$ cat src/rtl/core/sard_pkg.sv
// Shared constants, payload types and control structs of the slot allocator.
`default_nettype none
package sard_pkg;

	localparam int SLOT_COUNT     = 1024;
	localparam int RESERVED_SLOTS = 64;
	localparam int SLOT_LIMIT     = SLOT_COUNT - 2;
	localparam int ADDR_W         = $clog2(SLOT_COUNT);
	localparam int EXT_W          = $clog2(SLOT_COUNT + RESERVED_SLOTS + 1);

	localparam int TIME_W     = 31;
	localparam int MS16_W     = 16;
	localparam int IDX_W      = 10;
	localparam int HW_W       = 11;
	localparam int CFG_IDX_W  = 2;
	localparam int CFG_DATA_W = 31;

	localparam logic [MS16_W-1:0] GRACE_RESET = 16'd2000;
	localparam logic [MS16_W-1:0] DELAY_RESET = 16'd1000;

	localparam logic [CFG_IDX_W-1:0] CFG_START_TIME = 2'd0;
	localparam logic [CFG_IDX_W-1:0] CFG_GRACE      = 2'd1;
	localparam logic [CFG_IDX_W-1:0] CFG_DELAY      = 2'd2;

	localparam logic MODE_ALLOC  = 1'b0;
	localparam logic MODE_FREE   = 1'b1;
	localparam logic STATUS_DONE = 1'b0;
	localparam logic STATUS_FULL = 1'b1;

	typedef struct packed {
		logic              mode;
		logic [IDX_W-1:0]  slot_index;
		logic [TIME_W-1:0] now_ms;
	} in_item_t;

	typedef struct packed {
		logic [IDX_W-1:0] granted_slot;
		logic             status;
		logic [HW_W-1:0]  high_water;
	} out_item_t;

	typedef struct packed {
		logic capture;
		logic free_slot;
		logic scan_init;
		logic scan_step;
		logic honor;
		logic grant;
		logic grow;
		logic full;
	} cmd_t;

	typedef struct packed {
		logic hit;
		logic exhausted;
		logic below_limit;
	} sts_t;

endpackage
`default_nettype wire

$ cat src/rtl/core/sard_ctrl.sv
// Controller: sequences free, first scan, growth and second scan of one item.
`default_nettype none
module sard_ctrl (
	input  wire logic             clk,
	input  wire logic             arst_n,
	input  wire logic             start,
	input  wire logic             mode,
	input  wire sard_pkg::sts_t   sts,
	output sard_pkg::cmd_t        cmd,
	output logic                  busy
);

	typedef enum logic [1:0] {
		ST_IDLE,
		ST_FREE,
		ST_SCAN1,
		ST_SCAN2
	} state_t;

	state_t state_q;

	always_comb begin
		cmd = '0;
		unique case (state_q)
			ST_IDLE: begin
				if (start) begin
					cmd.capture   = 1'b1;
					cmd.scan_init = (mode == sard_pkg::MODE_ALLOC);
				end
			end
			ST_FREE: begin
				cmd.free_slot = 1'b1;
			end
			ST_SCAN1: begin
				cmd.honor = 1'b1;
				priority if (sts.hit) begin
					cmd.grant = 1'b1;
				end else if (sts.exhausted) begin
					cmd.grow      = sts.below_limit;
					cmd.scan_init = !sts.below_limit;
				end else begin
					cmd.scan_step = 1'b1;
				end
			end
			ST_SCAN2: begin
				priority if (sts.hit) begin
					cmd.grant = 1'b1;
				end else if (sts.exhausted) begin
					cmd.full = 1'b1;
				end else begin
					cmd.scan_step = 1'b1;
				end
			end
			default: ;
		endcase
	end

	always_ff @(posedge clk or negedge arst_n) begin
		if (!arst_n) begin
			state_q <= ST_IDLE;
		end else begin
			unique case (state_q)
				ST_IDLE: begin
					if (start)
						state_q <= (mode == sard_pkg::MODE_FREE) ? ST_FREE : ST_SCAN1;
				end
				ST_FREE: state_q <= ST_IDLE;
				ST_SCAN1: begin
					if (sts.hit || (sts.exhausted && sts.below_limit))
						state_q <= ST_IDLE;
					else if (sts.exhausted)
						state_q <= ST_SCAN2;
				end
				ST_SCAN2: begin
					if (sts.hit || sts.exhausted)
						state_q <= ST_IDLE;
				end
				default: state_q <= ST_IDLE;
			endcase
		end
	end

	assign busy = (state_q != ST_IDLE);

endmodule
`default_nettype wire

$ cat config.mk
export PLATFORM = sky130hd
export DESIGN_NAME = sard_ctrl
export DESIGN_NICKNAME = d
export VERILOG_FILES = /design/src/rtl/core/sard_pkg.sv /design/src/rtl/core/sard_ctrl.sv
export SDC_FILE = /design/constraint.sdc
export NUM_CORES = 1
export LEC_CHECK = 0
export BUFFER_PORTS_ARGS = -buffer_cell sky130_fd_sc_hd__buf_2
export CAP_MARGIN = 20
export CORE_AREA = 3 3 40 42
export CTS_CLUSTER_SIZE = 30
export DETAILED_ROUTE_END_ITERATION = 8
export DIE_AREA = 0 0 43 45
export MAX_ROUTING_LAYER = met4
export PLACE_DENSITY_LB_ADDON = 0.15
export SLEW_MARGIN = 25
export SYNTH_ARGS = -nofsm -noshare
export SYNTH_HDL_FRONTEND = slang
export SYNTH_SLANG_ARGS = --single-unit
$ cat constraint.sdc
create_clock -name clk -period 2.6 [get_ports clk]
set_clock_uncertainty 0.1 [all_clocks]
set_input_delay 0 -clock clk [delete_from_list [all_inputs] [get_ports clk]]
set_output_delay 0 -clock clk [all_outputs]
set_load 0.01 [all_outputs]
# [Word-level counts from Yosys, hierarchy flattened]
# Index checks and enable logic that the tools add are counted.
# W data, S select, Z words.
[word_totals] regBits=2 latch_bits=0 ramBits=0 rom_bits=0 inputBits=7 elab_cells=41 memories=0
[op_classes] addsub=0 mul=0 div_mod_pow=0 order_cmp=0 eq_ne=6 shifts=0 mux=25 bitwise=1 reduce_logical=8
[ops] cell="$mux W1" n=16
[ops] cell="$mux W2" n=6
[ops] cell="$pmux W2 S4" n=1
[ops] cell="$eq A2 B2 Y1 const B" n=2
[ops] cell="$ne A2 B2 Y1 const B" n=2
[ops] cell="$pmux W1 S2" n=2
[ops] cell="$ne A3 B3 Y1 const B" n=1
[ops] cell="$reduce_and A3 Y1" n=1
[ops] cell="$eq A2 B1 Y1 const B" n=1
[ops] cell="$logic_not A2 Y1" n=1
[ops] cell="$logic_or A1 B1 Y1" n=2
[ops] cell="$reduce_bool A2 Y1" n=1
[ops] cell="$reduce_or A2 Y1" n=1
[ops] cell="$logic_and A1 B1 Y1" n=1
[ops] cell="$logic_not A1 Y1" n=1
[ops] cell="$not A1 Y1" n=1

# [Depth between registers and ports, before layout]
[logic_depth] ltp_word=4 ltp_mapped=3 ltp_nobuf=2

# [Worst setup path before layout]
# OpenSTA, ideal clock, no wires.
[synth_timing] kind="register to output" from="reg state_q[1]" to="out cmd[5] (netlist bit)" arrival_time_ps=1014 required_time_ps=2500 slack_ps=1486 stages_incl_launch_ff=3 n_path_buf=0 cell_sequence="dfrtp_1 or3b_1 a21oi_1"
[synth_rtl] element="start: declaration" line_no="sard_ctrl.sv:20" text="state_t state_q;"
[synth_rtl] element="start signal: assignment" line_no="sard_ctrl.sv:65" text="state_q <= (mode == sard_pkg::MODE_FREE) ? ST_FREE : ST_SCAN1;"
[synth_rtl] element="end: declaration" line_no="sard_ctrl.sv:9" text="output sard_pkg::cmd_t cmd,"

==> summary.md <==
| Metric | Value |
|---|---|
| Design Power | 0.162 mW |
| Top cells by area, synth | dfrtp_1, nand4bb_1, and4bb_2, nand2b_1, nor3b_2 |
| Critical path class | reg -> out |
| Final ANT Viol Nets | 0 |
| Relative slew slack | 0.803 |
| Total CTS buffers | 3 |
| Inserted Diodes | 0 |
| Drt wl/cell | 10.4 um |
| Die X | 43 um |
| DP Worst Slack | 1410 ps |
| Metal2 WL | 319 um |
| Post-synth top cells | dfrtp_1, nand2b_1, nand4bb_1 |
| Max cap viols | 0 |
| Slew Viols, Final | 0 |
| Reg2reg end | state_q[0] |
| Yosys cell types | 18 |
| Worst path max stage delay | 460 ps |
| Startpoint Class | flip-flop |
| Critical path endpoint category | output port |
| Num rows | 13 |
| Die ar. | 1940 um^2 |
| Largest Register | state_q |
| Iter 0 DRT Violations | 1 |
| Clock Tree Buf Depth | 2 |
| GRT Util Overall | 0.0746 |
| Total gr overflow | 0 |
| Top cell type's share of synthesized area | 0.253 |
| Final period util | 0.551 |
| Synth warn | 0 |
| Largest net degree at the start of global routing | 12 |
| Worst EP required | 2500 ps |
| Cell taking the most area after synthesis | dfrtp_1 |
| Fin util | 0.272 |
| Layout area overhead | 76.6% |
| Share of layout cells above drive strength 1 | 0.500 |
| Clock latency on the worst-skew pair | 230 ps |
| Core area | 1280 um^2 |
| RSZ-0062 raised after global routing | no |
| Number of global-route vias before repair | 254 |
| Crit-path slowest cell | dfrtp_1 |
| Synthesized instance count | 21 |
| Final WL | 591 um |
| Setup TNS | 0 ps |
| Static leakage | 0.182 nW |
| Via count | 236 |
| Number of synthesized register bits | 2 |
| R2R cell count | 2 |
| Asr flop ratio synth | 1.00 |
| Reg-to-Reg Start | state_q[1] |
| Post-synth EDFFs | 0 |
| Largest registers | state_q (2) |
| Max layer used | met4 |
| Final setup viols | 0 |
| IO Count | 16 |
| Worst Path Arrival | 1330 ps |
| CP cell instances | or3b_1, a21oi_1, buf_2 |
| PwrDens | 465 nW/um^2 |
| CTS tree | built |
| Number of port buffers | 15 |
| Status | finished clean |
| Root Buffer | clkbuf_4 |
| Final Hold Viols | 0 |
| Initial antenna violation count | 0 |
| Post-Syn Nets | 28 |
| Seq/Total Area, Yosys | 0.253 |
| Most used DFF post-synth | dfrtp_1 |
| VDD IR max | 0.187 mV |
| Die Y | 45 um |
| Max FFs per register | 2 |
| Post-CTS resize count | 0 |
| Tightest Pin Transition | 295 ps |
| Drt pass-1 iters | 3 |
| Starting Density | 0.154 |
| Final Critical Period | 1430 ps |
| Htree depth | 1 |
| WL met1 | 204 um |
| WHS Path Cells | 3 |
| Hold wc startpoint | sts[0] |
| Min-delay worst type | in -> reg |
| Synth Cell Area | 198 um^2 |
| Syn Area/Cell | 9.41 um^2 |
| Max Fclk | 698 MHz |
| Clock Pin Slew Worst Setup and Hold Paths | 30 ps |
| Met3 Wirelength | 48 um |
| Hold EP | state_q[1] |
| CTS Sinks | 2 |
| Vias per cell | 4.14 |
| Critical path fanouts, max | 10 |
| Post-route setup slack | 1170 ps |
| Reg2reg setup slack | 1550 ps |
| # nets final | 51 |
| First-pass GRT wire length | 986 um |
| Placer Congestion | 0.574 |
| # DRC | 0 |
area by class of cell:
cell class,count,area (um^2)
sequential,2,50.0
inverter,1,3.75
timing repair buffer,19,115
clock buffer,3,22.5
multi-input combinational,17,139
fill,157,936
tap,15,18.8
worst max path at each step:
| stage | start | endpoint | slack, ps | cells after the start |
|---|---|---|---|---|
| 2_1_floorplan | state_q[1] | cmd[5] | 1490 | 2 |
| 3_3_place_gp | state_q[1] | cmd[5] | 1400 | 3 |
| 3_5_place_dp | state_q[1] | cmd[5] | 1410 | 3 |
| 4_1_cts | state_q[1] | cmd[5] | 1150 | 3 |
| 5_1_grt | state_q[1] | cmd[5] | 1070 | 3 |
| 6_report | state_q[1] | cmd[5] | 1170 | 3 |
metrics by stage:
| step | hold WS, ps | instance area (um^2) | cells |
|---|---|---|---|
| 5_1_grt | 21.1 | 349 | 57 |
| 3_3_place_gp | -316 | 287 | 50 |
| 6_report | 16.5 | 349 | 57 |
| 4_1_cts | 8.01 | 349 | 57 |
| 3_5_place_dp | -313 | 287 | 50 |
| 2_1_floorplan | -396 | 198 | 21 |
cell families (layout without fill, tap and decap cells):
kind of cell / Yosys count / after routing / share of synthesized area
simple gates: 13 / 13 / 0.551
flops: 2 / 2 / 0.253
buf+inv: 2 / 23 / 0.0443
compound gates: 4 / 4 / 0.152
worst max-delay path, delay by kind of cell (launching register included):
family	cells	cell delay, ps
compound gates	1	130
buf+inv	1	140
flops	1	460
simple gates	1	380
what timing repair did:
item	4_1_cts	5_1_grt
buffers inserted	0	0
endpoints found under the setup margin	0	0
endpoints found under the hold margin	4	0
hold buffers	4	0
metal layers:
metal	vias to the layer above	GRT usage
met3	2	0.0199
met1	104	0.0601
li1	122	-
met5	-	-
met2	8	0.126
met4	0	0.0904
power breakdown:
| group | internal, mW | switching [mW] | leakage, nW |
|---|---|---|---|
| Combinational | 0.0282 | 0.0209 | 0.142 |
| Sequential | 0.0347 | 0.00839 | 0.0262 |
| Clock | 0.0510 | 0.0189 | 0.0138 |
placed cells by master (no fill, tap or decap):
cell           instances
a21oi_1                1
and2_1                 1
and2b_1                1
and4b_1                1
and4bb_2               1
buf_2                 15
clkbuf_4               3
dfrtp_1                2
dlygate4sd3_1          4
inv_1                  1
nand2b_1               2
nand4bb_1              2
nor2_1                 1
nor2b_1                1
nor3b_2                1
o21a_1                 1
o221ai_1               1
o2bb2ai_1              1
or2_2                  1
or3b_1                 1
Power figures use the tool's default switching activity.
